`src/hw/rtl/bwt_pkg.sv`:
```
// ----------------------------------------------------------------------------
// bwt_pkg
// Shared constants, codes and types of the breakpoint and watchpoint table.
// ----------------------------------------------------------------------------
`default_nettype none

package bwt_pkg;

  // Table sizes.
  localparam int BREAK_SLOTS = 8;
  localparam int WATCH_SLOTS = 8;
  localparam int SLOT_MAX    = (BREAK_SLOTS > WATCH_SLOTS) ? BREAK_SLOTS : WATCH_SLOTS;

  // Index widths, never below one bit.
  localparam int IDX_W     = (SLOT_MAX > 1) ? $clog2(SLOT_MAX) : 1;
  localparam int BRK_IDX_W = (BREAK_SLOTS > 1) ? $clog2(BREAK_SLOTS) : 1;
  localparam int WCH_IDX_W = (WATCH_SLOTS > 1) ? $clog2(WATCH_SLOTS) : 1;

  localparam int ADDR_W = 32;
  localparam int DATA_W = 32;

  // Command codes.
  localparam logic [2:0] OP_ADD    = 3'd0;
  localparam logic [2:0] OP_REMOVE = 3'd1;
  localparam logic [2:0] OP_TOGGLE = 3'd2;
  localparam logic [2:0] OP_FIND   = 3'd3;
  localparam logic [2:0] OP_CHECK  = 3'd4;

  // Table selector.
  localparam logic KIND_BREAK = 1'b0;
  localparam logic KIND_WATCH = 1'b1;

  // Status codes.
  localparam logic [1:0] STAT_OK         = 2'd0;
  localparam logic [1:0] STAT_MISS       = 2'd1;
  localparam logic [1:0] STAT_UNREADABLE = 2'd2;

  typedef logic [IDX_W-1:0] idx_t;

  // Table update kinds.
  typedef enum logic [2:0] {
    WR_NONE   = 3'd0,
    WR_ADD    = 3'd1,
    WR_REMOVE = 3'd2,
    WR_TOGGLE = 3'd3,
    WR_LAST   = 3'd4
  } wr_op_t;

  // Update request from the sequencer to the slot store.
  typedef struct packed {
    wr_op_t              wop;
    logic                kind;
    idx_t                idx;
    logic [ADDR_W-1:0]   addr;
    logic [DATA_W-1:0]   last;
    logic                flag;
  } wr_req_t;

  // One slot as read from the store.
  typedef struct packed {
    logic [ADDR_W-1:0]   addr;
    logic [DATA_W-1:0]   last;
    logic                used;
    logic                enabled;
  } slot_rd_t;

endpackage

`default_nettype wire

```
`src/hw/rtl/bwt_cmd_if.sv`:
```
// ----------------------------------------------------------------------------
// bwt_cmd_if
// Command channel of the trigger table: valid/ready with the command payload.
// ----------------------------------------------------------------------------
`default_nettype none

interface bwt_cmd_if;
  logic        valid;
  logic        ready;
  logic [2:0]  op;
  logic        kind;
  logic [31:0] address;
  logic        enable_flag;
  logic [2:0]  slot;
  logic [31:0] mem_value;
  logic        mem_ok;

  modport source (
    output valid, op, kind, address, enable_flag, slot, mem_value, mem_ok,
    input  ready
  );

  modport sink (
    input  valid, op, kind, address, enable_flag, slot, mem_value, mem_ok,
    output ready
  );
endinterface

`default_nettype wire

```
`src/hw/rtl/bwt_rsp_if.sv`:
```
// ----------------------------------------------------------------------------
// bwt_rsp_if
// Response channel of the trigger table: valid/ready with the result payload.
// ----------------------------------------------------------------------------
`default_nettype none

interface bwt_rsp_if;
  logic       valid;
  logic       ready;
  logic [1:0] status;
  logic [2:0] found_slot;
  logic       changed;

  modport source (
    output valid, status, found_slot, changed,
    input  ready
  );

  modport sink (
    input  valid, status, found_slot, changed,
    output ready
  );
endinterface

`default_nettype wire

```
`src/hw/rtl/bwt_store.sv`:
```
// ----------------------------------------------------------------------------
// bwt_store
// Slot store of both tables: one read port at a chosen slot, one update port.
// ----------------------------------------------------------------------------
`default_nettype none

module bwt_store (
  input  wire logic              clk,
  input  wire logic              rst,
  input  wire logic              rd_kind,
  input  wire bwt_pkg::idx_t     rd_idx,
  output bwt_pkg::slot_rd_t      rd,
  input  wire bwt_pkg::wr_req_t  wr
);

  logic [bwt_pkg::ADDR_W-1:0] brk_addr [bwt_pkg::BREAK_SLOTS];
  logic [bwt_pkg::ADDR_W-1:0] wch_addr [bwt_pkg::WATCH_SLOTS];
  logic [bwt_pkg::DATA_W-1:0] wch_last [bwt_pkg::WATCH_SLOTS];
  logic [bwt_pkg::BREAK_SLOTS-1:0] brk_used;
  logic [bwt_pkg::BREAK_SLOTS-1:0] brk_enabled;
  logic [bwt_pkg::WATCH_SLOTS-1:0] wch_used;
  logic [bwt_pkg::WATCH_SLOTS-1:0] wch_enabled;

  logic [bwt_pkg::BRK_IDX_W-1:0] rd_brk;
  logic [bwt_pkg::WCH_IDX_W-1:0] rd_wch;
  logic [bwt_pkg::BRK_IDX_W-1:0] wr_brk;
  logic [bwt_pkg::WCH_IDX_W-1:0] wr_wch;

  assign rd_brk = rd_idx[bwt_pkg::BRK_IDX_W-1:0];
  assign rd_wch = rd_idx[bwt_pkg::WCH_IDX_W-1:0];
  assign wr_brk = wr.idx[bwt_pkg::BRK_IDX_W-1:0];
  assign wr_wch = wr.idx[bwt_pkg::WCH_IDX_W-1:0];

  always_comb begin
    if (rd_kind == bwt_pkg::KIND_WATCH) begin
      rd.addr    = wch_addr[rd_wch];
      rd.used    = wch_used[rd_wch];
      rd.enabled = wch_enabled[rd_wch];
    end else begin
      rd.addr    = brk_addr[rd_brk];
      rd.used    = brk_used[rd_brk];
      rd.enabled = brk_enabled[rd_brk];
    end
    rd.last = wch_last[rd_wch];
  end

  // Flag bits are control state and are cleared by reset.
  always_ff @(posedge clk) begin
    if (rst) begin
      brk_used    <= '0;
      brk_enabled <= '0;
      wch_used    <= '0;
      wch_enabled <= '0;
    end else begin
      unique case (wr.wop)
        bwt_pkg::WR_ADD: begin
          if (wr.kind == bwt_pkg::KIND_WATCH) begin
            wch_used[wr_wch]    <= 1'b1;
            wch_enabled[wr_wch] <= 1'b1;
          end else begin
            brk_used[wr_brk]    <= 1'b1;
            brk_enabled[wr_brk] <= 1'b1;
          end
        end
        bwt_pkg::WR_REMOVE: begin
          if (wr.kind == bwt_pkg::KIND_WATCH) begin
            wch_used[wr_wch] <= 1'b0;
          end else begin
            brk_used[wr_brk] <= 1'b0;
          end
        end
        bwt_pkg::WR_TOGGLE: begin
          if (wr.kind == bwt_pkg::KIND_WATCH) begin
            wch_enabled[wr_wch] <= wr.flag;
          end else begin
            brk_enabled[wr_brk] <= wr.flag;
          end
        end
        default: begin
        end
      endcase
    end
  end

  // Addresses and values are only read from slots that are in use, and every
  // slot is written in full when it is taken, so they need no reset.
  always_ff @(posedge clk) begin
    unique case (wr.wop)
      bwt_pkg::WR_ADD: begin
        if (wr.kind == bwt_pkg::KIND_WATCH) begin
          wch_addr[wr_wch] <= wr.addr;
          wch_last[wr_wch] <= wr.last;
        end else begin
          brk_addr[wr_brk] <= wr.addr;
        end
      end
      bwt_pkg::WR_LAST: begin
        wch_last[wr_wch] <= wr.last;
      end
      default: begin
      end
    endcase
  end

endmodule

`default_nettype wire

```
`src/hw/rtl/break_watch_trigger_table_core.sv`:
```
// Sequence: add, remove, toggle and find pass through SCAN, which walks the addressed
//   table (8 slots here) and stops early on a match, then through APPLY and RESP; a
//   check passes through CHECK and RESP; an unused op goes straight to RESP.
// Commands are taken one at a time, a new one only in IDLE after the last response;
//   the single shared comparator walks the table one slot per cycle.
// Reset: synchronous, active high; all slots become free and inactive, no response pending.
// ----------------------------------------------------------------------------
// break_watch_trigger_table_core
// Breakpoint and watchpoint tables with a slot-serial lookup sequencer.
// ----------------------------------------------------------------------------
`default_nettype none

module break_watch_trigger_table_core (
  input  wire logic clk,
  input  wire logic rst,
  bwt_cmd_if.sink   cmd,
  bwt_rsp_if.source rsp
);

  // The sequencer is one-hot. IDLE waits for a command, SCAN walks the
  // selected table one slot per cycle, APPLY commits the outcome of a scan,
  // CHECK compares one watch slot with the fresh memory word, and RESP holds
  // the result until the response transfer completes.
  typedef enum logic [4:0] {
    S_IDLE  = 5'b00001,
    S_SCAN  = 5'b00010,
    S_APPLY = 5'b00100,
    S_CHECK = 5'b01000,
    S_RESP  = 5'b10000
  } state_t;

  state_t state;

  // Latched command.
  logic [2:0]                 op_q;
  logic                       kind_q;
  logic [bwt_pkg::ADDR_W-1:0] addr_q;
  logic                       flag_q;
  logic [bwt_pkg::DATA_W-1:0] mval_q;
  logic                       mok_q;

  // Scan bookkeeping.
  bwt_pkg::idx_t idx;
  logic          hit;
  bwt_pkg::idx_t hit_idx;
  logic          free_ok;
  bwt_pkg::idx_t free_idx;

  // Result registers, shown on the response channel in RESP.
  logic [1:0] status_q;
  logic [2:0] found_q;
  logic       changed_q;

  bwt_pkg::slot_rd_t rd;
  bwt_pkg::wr_req_t  wr;
  logic              rd_kind;

  logic                       cmd_xfer;
  logic                       rsp_xfer;
  logic                       last_slot;
  logic                       slot_match;
  logic                       check_changed;
  logic [bwt_pkg::DATA_W-1:0] cmp_a;
  logic [bwt_pkg::DATA_W-1:0] cmp_b;
  logic                       cmp_eq;
  logic                       slot_in_range;

  assign cmd_xfer = cmd.valid && cmd.ready;
  assign rsp_xfer = rsp.valid && rsp.ready;

  assign cmd.ready      = (state == S_IDLE);
  assign rsp.valid      = (state == S_RESP);
  assign rsp.status     = status_q;
  assign rsp.found_slot = found_q;
  assign rsp.changed    = changed_q;

  // A check always reads the watch table, whatever kind says.
  assign rd_kind = (state == S_CHECK) ? bwt_pkg::KIND_WATCH : kind_q;

  bwt_store u_store (
    .clk     (clk),
    .rst     (rst),
    .rd_kind (rd_kind),
    .rd_idx  (idx),
    .rd      (rd),
    .wr      (wr)
  );

  // The one shared equality comparator: slot address against the command
  // address during a scan, stored value against the fresh word in a check.
  always_comb begin
    if (state == S_CHECK) begin
      cmp_a = rd.last;
      cmp_b = mval_q;
    end else begin
      cmp_a = rd.addr;
      cmp_b = addr_q;
    end
  end
  assign cmp_eq = (cmp_a == cmp_b);

  assign slot_match    = rd.used && cmp_eq;
  assign check_changed = rd.used && rd.enabled && mok_q && !cmp_eq;

  // The scan ends on the final slot of whichever table is addressed.
  always_comb begin
    if (kind_q == bwt_pkg::KIND_WATCH) begin
      last_slot = (idx == bwt_pkg::IDX_W'(bwt_pkg::WATCH_SLOTS - 1));
    end else begin
      last_slot = (idx == bwt_pkg::IDX_W'(bwt_pkg::BREAK_SLOTS - 1));
    end
  end

  assign slot_in_range = (int'(cmd.slot) < bwt_pkg::WATCH_SLOTS);

  // Table updates are issued only in APPLY and CHECK.
  always_comb begin
    wr.wop  = bwt_pkg::WR_NONE;
    wr.kind = kind_q;
    wr.idx  = hit_idx;
    wr.addr = addr_q;
    wr.last = mok_q ? mval_q : '0;
    wr.flag = flag_q;
    if (state == S_APPLY) begin
      if (op_q == bwt_pkg::OP_ADD && !hit && free_ok) begin
        wr.wop = bwt_pkg::WR_ADD;
        wr.idx = free_idx;
      end else if (op_q == bwt_pkg::OP_REMOVE && hit) begin
        wr.wop = bwt_pkg::WR_REMOVE;
      end else if (op_q == bwt_pkg::OP_TOGGLE && hit) begin
        wr.wop = bwt_pkg::WR_TOGGLE;
      end
    end else if (state == S_CHECK) begin
      wr.kind = bwt_pkg::KIND_WATCH;
      wr.idx  = idx;
      wr.last = mval_q;
      if (check_changed) begin
        wr.wop = bwt_pkg::WR_LAST;
      end
    end
  end

  // Payload registers of the sequencer; they need no reset.
  always_ff @(posedge clk) begin
    unique case (state)
      S_IDLE: begin
        op_q      <= cmd.op;
        kind_q    <= cmd.kind;
        addr_q    <= cmd.address;
        flag_q    <= cmd.enable_flag;
        mval_q    <= cmd.mem_value;
        mok_q     <= cmd.mem_ok;
        changed_q <= 1'b0;
        if (cmd.op == bwt_pkg::OP_CHECK) begin
          idx <= bwt_pkg::IDX_W'(cmd.slot);
        end else begin
          idx <= '0;
        end
        if (cmd.op == bwt_pkg::OP_CHECK && slot_in_range) begin
          status_q <= bwt_pkg::STAT_OK;
          found_q  <= cmd.slot;
        end else begin
          status_q <= bwt_pkg::STAT_MISS;
          found_q  <= 3'd0;
        end
        hit     <= 1'b0;
        free_ok <= 1'b0;
      end
      S_SCAN: begin
        // Remember the lowest free slot for a later add.
        if (!rd.used && !free_ok) begin
          free_ok  <= 1'b1;
          free_idx <= idx;
        end
        if (slot_match) begin
          hit     <= 1'b1;
          hit_idx <= idx;
        end else if (!last_slot) begin
          idx <= idx + 1'b1;
        end
      end
      S_APPLY: begin
        if (hit) begin
          status_q <= bwt_pkg::STAT_OK;
          found_q  <= 3'(hit_idx);
        end else if (op_q == bwt_pkg::OP_ADD && free_ok) begin
          found_q <= 3'(free_idx);
          if (kind_q == bwt_pkg::KIND_WATCH && !mok_q) begin
            status_q <= bwt_pkg::STAT_UNREADABLE;
          end else begin
            status_q <= bwt_pkg::STAT_OK;
          end
        end else begin
          status_q <= bwt_pkg::STAT_MISS;
          found_q  <= 3'd0;
        end
      end
      S_CHECK: begin
        changed_q <= check_changed;
      end
      S_RESP: begin
      end
      default: begin
      end
    endcase
  end

  // Control flow of the sequencer.
  always_ff @(posedge clk) begin
    if (rst) begin
      state <= S_IDLE;
    end else begin
      unique case (state)
        S_IDLE: begin
          if (cmd_xfer) begin
            priority if (cmd.op == bwt_pkg::OP_ADD || cmd.op == bwt_pkg::OP_REMOVE ||
                         cmd.op == bwt_pkg::OP_TOGGLE || cmd.op == bwt_pkg::OP_FIND) begin
              state <= S_SCAN;
            end else if (cmd.op == bwt_pkg::OP_CHECK && slot_in_range) begin
              state <= S_CHECK;
            end else begin
              state <= S_RESP;
            end
          end
        end
        S_SCAN: begin
          if (slot_match || last_slot) begin
            state <= S_APPLY;
          end
        end
        S_APPLY: begin
          state <= S_RESP;
        end
        S_CHECK: begin
          state <= S_RESP;
        end
        S_RESP: begin
          if (rsp_xfer) begin
            state <= S_IDLE;
          end
        end
        default: begin
          state <= S_IDLE;
        end
      endcase
    end
  end

  // The block never takes a command while a response is still pending.
  a_no_overlap: assert property (@(posedge clk) disable iff (rst)
    !(cmd.ready && rsp.valid))
    else $error("command accepted while a response was pending");

  // The scan pointer never leaves the addressed table.
  a_scan_in_table: assert property (@(posedge clk) disable iff (rst)
    (state == S_SCAN) |->
      ((kind_q == bwt_pkg::KIND_WATCH && int'(idx) < bwt_pkg::WATCH_SLOTS) ||
       (kind_q == bwt_pkg::KIND_BREAK && int'(idx) < bwt_pkg::BREAK_SLOTS)))
    else $error("scan pointer beyond the table");

  // Once a response transfer completes the block is ready for a command.
  a_back_to_idle: assert property (@(posedge clk) disable iff (rst)
    rsp_xfer |=> cmd.ready)
    else $error("not ready after a response transfer");

  // Only a check can report a change, and only with status ok.
  a_change_only_check: assert property (@(posedge clk) disable iff (rst)
    (rsp.valid && rsp.changed) |->
      (op_q == bwt_pkg::OP_CHECK && rsp.status == bwt_pkg::STAT_OK))
    else $error("change reported outside a check");

  // A stored value is only rewritten by an add or a detected change.
  a_last_write: assert property (@(posedge clk) disable iff (rst)
    (wr.wop == bwt_pkg::WR_LAST) |-> (state == S_CHECK && mok_q))
    else $error("watch value written without a successful read");

endmodule

`default_nettype wire
```
`src/flat_wrapper.sv`:
```
// flat-port wrapper written by rule: the top's interface ports become plain ports
module break_watch_trigger_table_core_flat 
  (clk, rst, cmd_valid, cmd_op, cmd_kind, cmd_address, cmd_enable_flag, cmd_slot, cmd_mem_value, cmd_mem_ok, cmd_ready, rsp_valid, rsp_status, rsp_found_slot, rsp_changed, rsp_ready);
  bwt_cmd_if cmd_i ();
  bwt_rsp_if rsp_i ();
  input  wire logic clk;
  input  wire logic rst;
  input wire logic [$bits(cmd_i.valid)-1:0] cmd_valid;
  input wire logic [$bits(cmd_i.op)-1:0] cmd_op;
  input wire logic [$bits(cmd_i.kind)-1:0] cmd_kind;
  input wire logic [$bits(cmd_i.address)-1:0] cmd_address;
  input wire logic [$bits(cmd_i.enable_flag)-1:0] cmd_enable_flag;
  input wire logic [$bits(cmd_i.slot)-1:0] cmd_slot;
  input wire logic [$bits(cmd_i.mem_value)-1:0] cmd_mem_value;
  input wire logic [$bits(cmd_i.mem_ok)-1:0] cmd_mem_ok;
  output wire logic [$bits(cmd_i.ready)-1:0] cmd_ready;
  output wire logic [$bits(rsp_i.valid)-1:0] rsp_valid;
  output wire logic [$bits(rsp_i.status)-1:0] rsp_status;
  output wire logic [$bits(rsp_i.found_slot)-1:0] rsp_found_slot;
  output wire logic [$bits(rsp_i.changed)-1:0] rsp_changed;
  input wire logic [$bits(rsp_i.ready)-1:0] rsp_ready;
  assign cmd_i.valid = cmd_valid;
  assign cmd_i.op = cmd_op;
  assign cmd_i.kind = cmd_kind;
  assign cmd_i.address = cmd_address;
  assign cmd_i.enable_flag = cmd_enable_flag;
  assign cmd_i.slot = cmd_slot;
  assign cmd_i.mem_value = cmd_mem_value;
  assign cmd_i.mem_ok = cmd_mem_ok;
  assign cmd_ready = cmd_i.ready;
  assign rsp_valid = rsp_i.valid;
  assign rsp_status = rsp_i.status;
  assign rsp_found_slot = rsp_i.found_slot;
  assign rsp_changed = rsp_i.changed;
  assign rsp_i.ready = rsp_ready;
  break_watch_trigger_table_core u_core (.clk(clk), .rst(rst), .cmd(cmd_i), .rsp(rsp_i));
endmodule
```
`config.mk`:
```
export PLATFORM = sky130hd
export DESIGN_NAME = break_watch_trigger_table_core_flat
export DESIGN_NICKNAME = d
export VERILOG_FILES = /design/src/hw/rtl/bwt_pkg.sv /design/src/hw/rtl/bwt_cmd_if.sv /design/src/hw/rtl/bwt_rsp_if.sv /design/src/hw/rtl/bwt_store.sv /design/src/hw/rtl/break_watch_trigger_table_core.sv /design/src/flat_wrapper.sv
export SDC_FILE = /design/constraint.sdc
export NUM_CORES = 1
export LEC_CHECK = 0
export BUFFER_PORTS_ARGS = -buffer_cell sky130_fd_sc_hd__buf_4
export CELL_PAD_IN_SITES_DETAIL_PLACEMENT = 1
export CELL_PAD_IN_SITES_GLOBAL_PLACEMENT = 2
export CORE_ASPECT_RATIO = 0.8
export CORE_MARGIN = 2
export CORE_UTILIZATION = 49
export CTS_CLUSTER_DIAMETER = 30
export CTS_CLUSTER_SIZE = 24
export DETAILED_ROUTE_END_ITERATION = 16
export PLACE_DENSITY = 0.87
export SLEW_MARGIN = 20
export SYNTH_ARGS = -nofsm -noshare
export SYNTH_HDL_FRONTEND = slang
export SYNTH_SLANG_ARGS = --single-unit
export TNS_END_PERCENT = 20
```
`constraint.sdc`:
```
create_clock -name clk -period 6 [get_ports clk]
set_input_delay 0.3 -clock clk [delete_from_list [all_inputs] [get_ports clk]]
set_output_delay 0.3 -clock clk [all_outputs]
set_load 0.005 [all_outputs]
```
* After elaboration in Yosys (flattened, before gate mapping) *
Memory sizes are Yosys's and may differ from the RTL's. A register that Yosys moved wholly into a read port is not among the register bits.
Cells that the tools add are included.

word-level totals
  memories = 3
  output and inout port bits = 8
  bits in writable memories = 768
  input bits = 77
  flip-flop bits (word level) = 124

cells by class
  magnitude comparators = 3
  eq/ne operators = 30
  reductions and logical operators = 41
  bitwise operators = 8
  muxes and demuxes = 76
  add/subtract/negate cells = 1

memory list
  name                     depth  width  read ports  clocked after Yosys merged registers in  write ports  RTL line         source
  u_core.u_store.brk_addr  8      32     1           1                                        1            bwt_store.sv:16  logic [bwt_pkg::ADDR_W-1:0] brk_addr [bwt_pkg::BREAK_SLOTS];
  u_core.u_store.wch_addr  8      32     1           1                                        1            bwt_store.sv:17  logic [bwt_pkg::ADDR_W-1:0] wch_addr [bwt_pkg::WATCH_SLOTS];
  u_core.u_store.wch_last  8      32     1           1                                        1            bwt_store.sv:18  logic [bwt_pkg::DATA_W-1:0] wch_last [bwt_pkg::WATCH_SLOTS];

operators by type and width
  cell                  count
  $mux W32              7
  $mux W8               8
  $pmux W8 S2           4
  $mux W3               14
  $eq A32 B32 Y1        1
  $or A8 B8 Y8          4
  $mux W5               5
  $ne A2 B2 Y1 const B  10
  $pmux W5 S4           1
  $mux W1               18
  $reduce_and A3 Y1     6
  $and A8 B8 Y8         2
  $bwmux W8             2
  $eq A3 B2 Y1 const B  5
  $logic_and A1 B1 Y1   14
  $bmux W1 S3           4
  $pmux W3 S2           2
  $mux W2               5
  $reduce_bool A2 Y1    5
  $eq A3 B1 Y1 const B  3
  $eq A3 B3 Y1 const B  3
  $lt A3 B4 Y1 const B  2
  $not A8 Y8            1
  $reduce_and A2 Y1     4
  other kinds (17)      29

* Depth between registers and ports, before layout *
Gate-level depths: netlist (run 1).

  depth in word-level cells = 18
  gate-level depth with buffers = 14
  mapped depth without buffers = 10

* Cells and area by module *
Synthesis (run 1) repeated with hierarchy kept, for this count alone.

unflattened totals
  cell total of the unflattened synthesis = 1664
  area total of the unflattened synthesis = 34581.9 um2

by module, submodules not included
  module                          area an instance (um2)  sequential area each (um2)  instances  cells an instance
  bwt_store                       30409.2                 23702.7                     1          1359
  break_watch_trigger_table_core  4172.8                  2712.6                      1          305

* Worst setup path after synthesis (run 1) *
No wires, ideal clock.

  kind = reg-to-reg
  start point = register u_core.state[4]
  end point = memory u_core.u_store.brk_addr[6][0] (netlist name) (enable)
  data arrival time = 3.896 ns
  library setup time = 0.422 ns
  setup slack = 1.681 ns
  cell stages (with the launch flop) = 13
  buffers on the path = 4
  path through = dfxtp_1 -> or3_1 -> buf_6 -> buf_2 -> nor2_1 -> buf_4 -> buf_4 -> nor2_1 -> a21oi_1 -> o21ai_2 -> nor3_1 -> inv_1 -> nor2_1

between the ends
  longest elaborated chain between the ends = 13
  elaborated cells on any way between the ends = 21

RTL lines
  element                        RTL line                                                                                                           source
  start: declaration             break_watch_trigger_table_core.sv:32                                                                               state_t state;
  start signal: assignment       break_watch_trigger_table_core.sv:211                                                                              state <= S_IDLE;
  start signal: assignment       break_watch_trigger_table_core.sv:218                                                                              state <= S_SCAN;
  start signal: assignment       break_watch_trigger_table_core.sv:220                                                                              state <= S_CHECK;
  $eq A5 B4 Y1                   break_watch_trigger_table_core.sv:78, break_watch_trigger_table_core.sv:92, break_watch_trigger_table_core.sv:133
  $mux W1                        break_watch_trigger_table_core.sv:78                                                                               assign rd_kind = (state == S_CHECK) ? bwt_pkg::KIND_WATCH : kind_q;
  $mux W32                       bwt_store.sv:35                                                                                                    if (rd_kind == bwt_pkg::KIND_WATCH) begin
  $mux W32                       break_watch_trigger_table_core.sv:92                                                                               if (state == S_CHECK) begin
  $eq A32 B32 Y1                 break_watch_trigger_table_core.sv:100                                                                              assign cmp_eq = (cmp_a == cmp_b);
  $logic_not A1 Y1               break_watch_trigger_table_core.sv:103                                                                              assign check_changed = rd.used && rd.enabled && mok_q && !cmp_eq;
  $logic_and A1 B1 Y1            break_watch_trigger_table_core.sv:103
  $mux W3                        break_watch_trigger_table_core.sv:137                                                                              if (check_changed) begin
  $mux W7                        break_watch_trigger_table_core.sv:133                                                                              end else if (state == S_CHECK) begin
  $mux W3                        break_watch_trigger_table_core.sv:124                                                                              if (state == S_APPLY) begin
  $eq A3 B1 Y1                   bwt_store.sv:88                                                                                                    unique case (wr.wop)
  $mux W1                        bwt_store.sv:88
  $mux W1 (implied by the code)  bwt_store.sv:94                                                                                                    brk_addr[wr_brk] <= wr.addr;
  end: declaration               bwt_store.sv:16

Parallel ways exist; a longest one is shown, timed or not.

* Final worst setup path (run 1) *
  start point = register u_core.state[4]
  end point = memory u_core.u_store.wch_last[1][21] (netlist name) (enable)

between the ends
  longest elaborated chain between the ends = 14
  elaborated cells on any way between the ends = 25

RTL lines
  element                                              RTL line
  $eq A5 B4 Y1                                         break_watch_trigger_table_core.sv:78, break_watch_trigger_table_core.sv:92, break_watch_trigger_table_core.sv:133
  $mux W1                                              break_watch_trigger_table_core.sv:78
  $mux W32                                             bwt_store.sv:35
  $mux W32                                             break_watch_trigger_table_core.sv:92
  $eq A32 B32 Y1                                       break_watch_trigger_table_core.sv:100
  $logic_not A1 Y1                                     break_watch_trigger_table_core.sv:103
  $logic_and A1 B1 Y1                                  break_watch_trigger_table_core.sv:103
  $mux W3                                              break_watch_trigger_table_core.sv:137
  $mux W7                                              break_watch_trigger_table_core.sv:133
  $mux W3                                              break_watch_trigger_table_core.sv:124
  $eq A3 B1 Y1 / $eq A3 B3 Y1 (equally long branches)  bwt_store.sv:88
  $mux W1                                              bwt_store.sv:88
  $mux W1 (on tied branches)                           bwt_store.sv:92, bwt_store.sv:98
  $or A1 B1 Y1 (no source line)                        -
  end: declaration                                     bwt_store.sv:18

Parallel ways exist; a longest one is shown, timed or not.

==> results.cfg, run 1 <==
[sta]
fmax_mhz = 168
totalNegativeSetupSlack_ns = 0
grt_setup_unrepaired = true
maxSlewHeadroom_pct = 23.9
hold_viol_final = 0
min_period_ns = 5.95
timing_max_transition_violations_final = 0
timing.clock.skew_ns = 0.0323
timing_worst_slew_pin_value_ns = 1.14
fin_worst_hold_slack_ns = 0.286
report.final.setup_viol = 0
timing.final.crit_share_pct = 99.2

[critical_path]
worstRegToRegCells = 12
end_kind = flip-flop
start_kind = flip-flop
timing.critical_path.buf_inv = 2
crit_type = reg -> reg
worst_path_cell_chain = or3_1 > o21ai_4 > buf_4 > mux2i_1 > xor2_1 > a22oi_1 > a2111oi_1 > nand3_1 > nor3_1 > buf_4 > o21ai_0 > and2_2
endpoint_required_time_on_the_critical_path_ns = 6.33
crit_path_top_delay_cell = and2_2
setup.reg_to_reg.worst_slack_ns = 0.05
crit_path_frequent_cell = buf_4
cp.arrival_ns = 6.28
worst_r2r_startpoint = u_core.state[4]$_SDFFE_PP0P_
cp_top_family = compound AO/OA/AOI/OAI gates
timing.critical_path.fanout_max = 32
cp_slowest_stage_delay_ns = 0.97
rr_endpoint = u_core.u_store.wch_last[1][21]$_DFFE_PP_

[detailed_routing]
routed-via-count = 20500
detail_route.first_pass.iterations = 5
vias_per_inst = 6.35
drtIter0Drc = 2279
drcViolationCount = 0
drtAntennaViolNets = 0
totalWireLength_mm = 103
wl_per_cell_um = 32.1

[yosys]
synth_enable_flop_cells = 855
synthesis.instances = 1850
post_synth_design_cell_area_mm2 = 0.0360
postSynthAreaPerCell_um2 = 19.4
yosys_warnings = 0
share_of_the_yosys_chip_area_belonging_to_registers_pct = 73.6
yosys.cell_count.top_type = edfxtp_1
synthDominantAreaCellType = edfxtp_1
synth.cells.most_frequent = 855 x edfxtp_1, 179 x mux4_2, 103 x mux2i_1, 77 x nor2_1, 47 x nor3_1
synth.distinct_cells = 62
postSynth.asyncResetShare_pct = 0
synthFlopType = edfxtp_1
yosysTopAreaCellShare_pct = 71.4
ys_top_cells_by_area = edfxtp_1 71%, mux4_2 11%, mux2i_1 2.9%
synthesis.nets = 1929
postSynthRegisterBits = 895

[min_path]
min_path_type = in -> reg
worst_hold_startpoint = cmd_address[2]
worst_hold_path.endpoint = u_core.addr_q[2]$_DFFE_PP_
worst_hold_path.num_cells = 2

[floorplanning]
top_level_ports = 85
die_area_mm2 = 0.0756
initial_standard_cell_utilization_of_the_core_pct = 49.7
row_count = 88
die_boundary_height_um = 246
die_w_um = 307
core_area_mm2 = 0.0723

[status]
run_status = finished clean

[pwr]
cellInternalPower_mw = 13.3
power.switching_fraction_pct = 25.2
power_density_mw_per_mm2 = 404
maximum_resistive_drop_on_vdd_mv = 0.317
static_power_due_to_leakage_nw = 14.6
power.share.clock_pct = 49.0
power_frac_comb_pct = 9.8
total_power_mw = 17.8
power.share.sequential_pct = 41.3
total_switching_power_mw = 4.48

[global_routing]
globalRoute.totalOverflow = 0
grt_max_degree = 44
first_global_vias = 22000
grt_antenna_before_repair = 0
grt_use_total_pct = 27.9
wire_length_of_the_first_global_routing_pass_mm = 151

[cts]
tritoncts = built
cts.path.max_buffers = 3
tritoncts.num_buffers = 147
cts_root_buf = clkbuf_16
worstSkewPairLatency_ns = 0.74
cts-resized-gates = 0
cts.reportedPaths.clkPinSlew_ns = 0.05
clock_sinks = 895
cts_htree_levels = 4

[cells_and_area]
area.growth.synth_to_final_pct = 22.4
finish.net_count = 2232
diodes = 0
drive_gt1_share_pct = 29.9

[placement]
place_congestion = 0.839
place_hpwl_mm = 58.0
port_buffers = 84

[run]
max_cap_violations = 0
final cells by class:
cell class | instances | area [µm²]
inverter | 8 | 32.5
multi-input combinational | 851 | 9020
sequential | 895 | 26500
clock inverter | 115 | 1330
tap | 945 | 1180
clock buffer | 156 | 3780
fill | 6087 | 28300
timing repair buffer | 250 | 2190
kinds of logic after synthesis:
| logic type | Yosys count | synth area share [%] |
|---|---|---|
| xor gates and xnor gates | 61 | 1.49 |
| DFF | 895 | 73.6 |
| muxes | 313 | 15.1 |
| and+or+nand+nor | 272 | 3.81 |
| adders and majority gates | 2 | 0.0696 |
| buffers and inverters | 104 | 1.72 |
| AOI/OAI and AO/OA | 203 | 4.19 |
what timing repair did:
item / 4_1_cts / 5_1_grt
endpoints found under the hold margin: 84 / 0
setup endpoints to repair: 0 / 217
hold buffers: 76 / 0
buffers inserted: 0 / 0
stage by stage:
stage	utilization (%)	worst slack [ns]	std cells	instance area [µm²]
after floorplan	-	1.68	1850	36000
after global placement	52.7	0.702	2873	38100
after detailed placement	52.7	0.475	2873	38100
after CTS	60.8	0.216	3220	44000
after global routing	60.8	-0.106	3220	44000
final	60.8	0.0506	3220	44000
state kept, by name, indices dropped and copies added, names as in the netlist, 5 cells and up, named ones only:
name,flops
u_core.u_store.brk_addr,256
u_core.u_store.brk_enabled,8
u_core.u_store.wch_addr,256
u_core.u_store.wch_last,256
u_core.u_store.wch_enabled,8
u_core.addr_q,32
u_core.mval_q,32
u_core.state,5
layout by cell type, fill, tap and decap left out, types with 15 or more instances in the layout:
master and count:
a211o_1 26, a211oi_1 25, a21oi_1 30, a221oi_1 18, a31oi_1 15, buf_4 164
bufinv_16 19, clkbuf_16 150, clkinv_2 19, clkinvlp_4 24, dfxtp_1 38, dlygate4sd3_1 76
edfxtp_1 855, inv_6 19, mux2_2 28, mux2i_1 103, mux4_2 179, nand2_1 36
nand3_1 20, nor2_1 59, nor2_4 17, nor2b_1 33, nor3_1 47, xnor2_1 27
xor2_1 34
routing by layer:
layer / global-route usage (%) / up-vias / part of all wire (%)
li1: - / 8267 / -
met3: 5.97 / 254 / 8.3
met1: 36.7 / 10800 / 39
met5: 0 / - / 0
met4: 11.0 / 0 / 3.4
met2: 45.8 / 1157 / 49
power groups by stage:
stage          sequential, mW  combinational [mW]  clock, mW
5_1_grt                  7.34                1.81       9.01
6_report                 7.33                1.73       8.70
3_5_place_dp             7.44                1.63          0
4_1_cts                  7.32                1.71       8.75
3_3_place_gp             7.42                1.56          0
2_1_floorplan            7.31                1.10          0
how the worst max path moves through the flow:
| stage | startpoint | to | slack, ns | cells past startpoint |
|---|---|---|---|---|
| 2_1_floorplan | u_core.state[4]$_SDFFE_PP0P_ | u_core.u_store.brk_addr[6][0]$_DFFE_PP_ | 1.68 | 12 |
| 3_3_place_gp | u_core.state[4]$_SDFFE_PP0P_ | u_core.u_store.wch_last[2][6]$_DFFE_PP_ | 0.70 | 12 |
| 3_5_place_dp | u_core.state[4]$_SDFFE_PP0P_ | u_core.u_store.wch_last[1][6]$_DFFE_PP_ | 0.48 | 12 |
| 4_1_cts | u_core.state[4]$_SDFFE_PP0P_ | u_core.u_store.wch_last[1][17]$_DFFE_PP_ | 0.22 | 12 |
| 5_1_grt | u_core.state[4]$_SDFFE_PP0P_ | u_core.u_store.wch_last[1][21]$_DFFE_PP_ | -0.11 | 12 |
| 6_report | u_core.state[4]$_SDFFE_PP0P_ | u_core.u_store.wch_last[1][21]$_DFFE_PP_ | 0.05 | 12 |
(Power assumes the default switching activity.)
==> run 2, diff against run 1 <==
--- a/config.mk
+++ b/config.mk
@@ -5,7 +5,8 @@
 export SDC_FILE = /design/constraint.sdc
 export NUM_CORES = 1
 export LEC_CHECK = 0
-export BUFFER_PORTS_ARGS = -buffer_cell sky130_fd_sc_hd__buf_4
+export ABC_CLOCK_PERIOD_IN_PS = 6000
+export BUFFER_PORTS_ARGS = -buffer_cell sky130_fd_sc_hd__buf_2
 export CELL_PAD_IN_SITES_DETAIL_PLACEMENT = 1
 export CELL_PAD_IN_SITES_GLOBAL_PLACEMENT = 2
 export CORE_ASPECT_RATIO = 0.8
@@ -14,6 +15,7 @@
 export CTS_CLUSTER_DIAMETER = 30
 export CTS_CLUSTER_SIZE = 24
 export DETAILED_ROUTE_END_ITERATION = 16
+export GPL_TIMING_DRIVEN = 0
 export PLACE_DENSITY = 0.87
 export SLEW_MARGIN = 20
 export SYNTH_ARGS = -nofsm -noshare
==> run 2 against run 1 <==
- register-to-register slack better by 0.06 ns
- routed wire length up 11%
- worst setup slack better by 0.060 ns
- non-clock buffer count is 45 higher
- first-iteration DRC count grew 33%
- cell count increased by 1.1%
- clock skew up 0.0077 ns
- combinational power grew 9%
- largest power group unchanged
- clock power decreased by 4.4%
- critical endpoint is now u_core.u_store.wch_last[3][3]$_DFFE_PP_
==> results.cfg, run 2 (synthesis gave the netlist of run 1 again) <==
[detailed_routing]
detail_route.first_pass.iterations = 5
drtAntennaViolNets = 0
wl_per_cell_um = 35.2
vias_per_inst = 6.50
met3RoutedLength_mm = 11.4
m1WireLength_mm = 42.8
dr.max_layer_used = met5
totalWireLength_mm = 115
drcViolationCount = 0
routed-via-count = 21200
route.met2.wl_mm = 55.5
drtIter0Drc = 3025

[critical_path]
crit_path_top_delay_cell = buf_1
start_kind = flip-flop
crit_type = reg -> reg
end_kind = flip-flop
rr_endpoint = u_core.u_store.wch_last[3][3]$_DFFE_PP_
timing.critical_path.fanout_max = 19
setup.reg_to_reg.worst_slack_ns = 0.11
worst_path_cell_chain = buf_2 > buf_1 > mux4_2 > mux2i_1 > xnor2_1 > nor2_1 > a211oi_1 > a2111oi_0 > nand4_1 > nor3_2 > o21ai_1 > and2_2 > buf_12
worstRegToRegCells = 13
endpoint_required_time_on_the_critical_path_ns = 6.42
worstSetupEndpoint = u_core.u_store.wch_last[3][3]$_DFFE_PP_
cp_slowest_stage_delay_ns = 0.86
cp.arrival_ns = 6.30
timing.critical_path.buf_inv = 3
cp_num_cells = 13
cp_top_family = compound AO/OA/AOI/OAI gates

[placement]
postPlaceCellArea_mm2 = 0.0387
port_buffers = 83
placed_cells_incl_taps = 2919
place_hpwl_mm = 70.4
place_congestion = 0.951

[status]
run_status = finished clean

[floorplanning]
initial_standard_cell_utilization_of_the_core_pct = 49.7
die_area_mm2 = 0.0756
die_w_um = 307
core_area_mm2 = 0.0723
row_count = 88
die_boundary_height_um = 246
top_level_ports = 85

[cells_and_area]
diodes = 0
final_common_cell = edfxtp_1
finish.cell_count_without_fillers = 3255
largestRegisters = u_core.u_store.brk_addr: 256 flops, u_core.u_store.wch_addr: 256 flops, u_core.u_store.wch_last: 256 flops
area.growth.synth_to_final_pct = 23.4
final_design_area_excluding_fillers_mm2 = 0.0444
final_cell_mix = 855 x edfxtp_1, 179 x mux4_2, 147 x clkbuf_16
finish.net_count = 2274
drive_gt1_share_pct = 28.9

[sta]
min_period_ns = 5.89
hold_viol_final = 0
timing_worst_slew_pin_value_ns = 1.18
report.final.setup_viol = 0
timing.clock.skew_ns = 0.0400
grt_setup_unrepaired = false
timing_max_transition_violations_final = 0
fmax_mhz = 170
timing.final.crit_share_pct = 98.2
maxSlewHeadroom_pct = 20.9

[global_routing]
first_global_vias = 22700
grt_antenna_before_repair = 2
grt_max_degree = 56
grt_use_total_pct = 31.0
wire_length_of_the_first_global_routing_pass_mm = 163
globalRoute.totalOverflow = 0

[pwr]
maximum_resistive_drop_on_vdd_mv = 0.299
total_power_mw = 17.5
static_power_due_to_leakage_nw = 14.7
power_density_mw_per_mm2 = 394

[cts]
cts.path.max_buffers = 3
worstSkewPairLatency_ns = 0.75
cts.reportedPaths.clkPinSlew_ns = 0.05
tritoncts = built
cts_root_buf = clkbuf_16
clock_sinks = 895
tritoncts.num_buffers = 144
cts_htree_levels = 4
post-cts-setup-buffer-count = 0

[run]
max_cap_violations = 0

[min_path]
min_path_type = in -> reg
## run 2: worst min-delay path by stage
stage / startpoint / end / slack, ns / cells after the start
global route: rst / u_core.u_store.wch_enabled[7]$_SDFFE_PP0P_ / 0.18 / 2
finish: rst / u_core.u_store.brk_enabled[3]$_SDFFE_PP0P_ / 0.17 / 2
detailed placement: flip-flop / flip-flop / 0.48 / 2
global placement: flip-flop / flip-flop / 0.46 / 2
floorplan: cmd_address[0] / u_core.addr_q[0]$_DFFE_PP_ / 0.40 / 0
CTS: rst / u_core.u_store.wch_enabled[7]$_SDFFE_PP0P_ / 0.12 / 2
## run 2: final cells by class
| cell class | count | area, µm² |
|---|---|---|
| well taps | 945 | 1180 |
| fillers | 6111 | 28000 |
| clock buffers | 165 | 3770 |
| multi-input cells | 851 | 9020 |
| inverters | 8 | 35.0 |
| clock inverters | 96 | 1060 |
| repair buffers | 200 | 2210 |
| plain buffers | 95 | 608 |
| flip-flops and latches | 895 | 26500 |
## run 2: power by group
group / internal [mW] / switching (mW) / leakage (nW)
Combinational: 0.708 / 1.17 / 4.28
Clock: 5.20 / 3.12 / 2.32
Sequential: 7.08 / 0.211 / 8.13
## run 2: timing repair
action                     4_1_cts  5_1_grt
hold buffers                    76        0
gates resized for setup          4       13
setup endpoints to repair      256      256
hold endpoints to repair        82        0
## run 2: through the flow
stage | hold WS (ns) | utilization [%] | TNS (ns) | worst slack [ns]
6_report | 0.173 | 61.3 | 0 | 0.111
4_1_cts | 0.123 | 61.3 | -3.33 | -0.102
2_1_floorplan | 0.399 | - | 0 | 1.68
5_1_grt | 0.181 | 61.3 | 0 | 0.136
3_3_place_gp | 0.464 | 51.9 | -795.59 | -1.54
3_5_place_dp | 0.478 | 53.5 | -47.03 | -0.333
## run 2: routing by layer
layer | track usage [%] | vias up
met5 | 0 | -
met4 | 14.3 | 2
met3 | 7.01 | 306
met2 | 50.0 | 1416
met1 | 40.3 | 11100
li1 | - | 8378
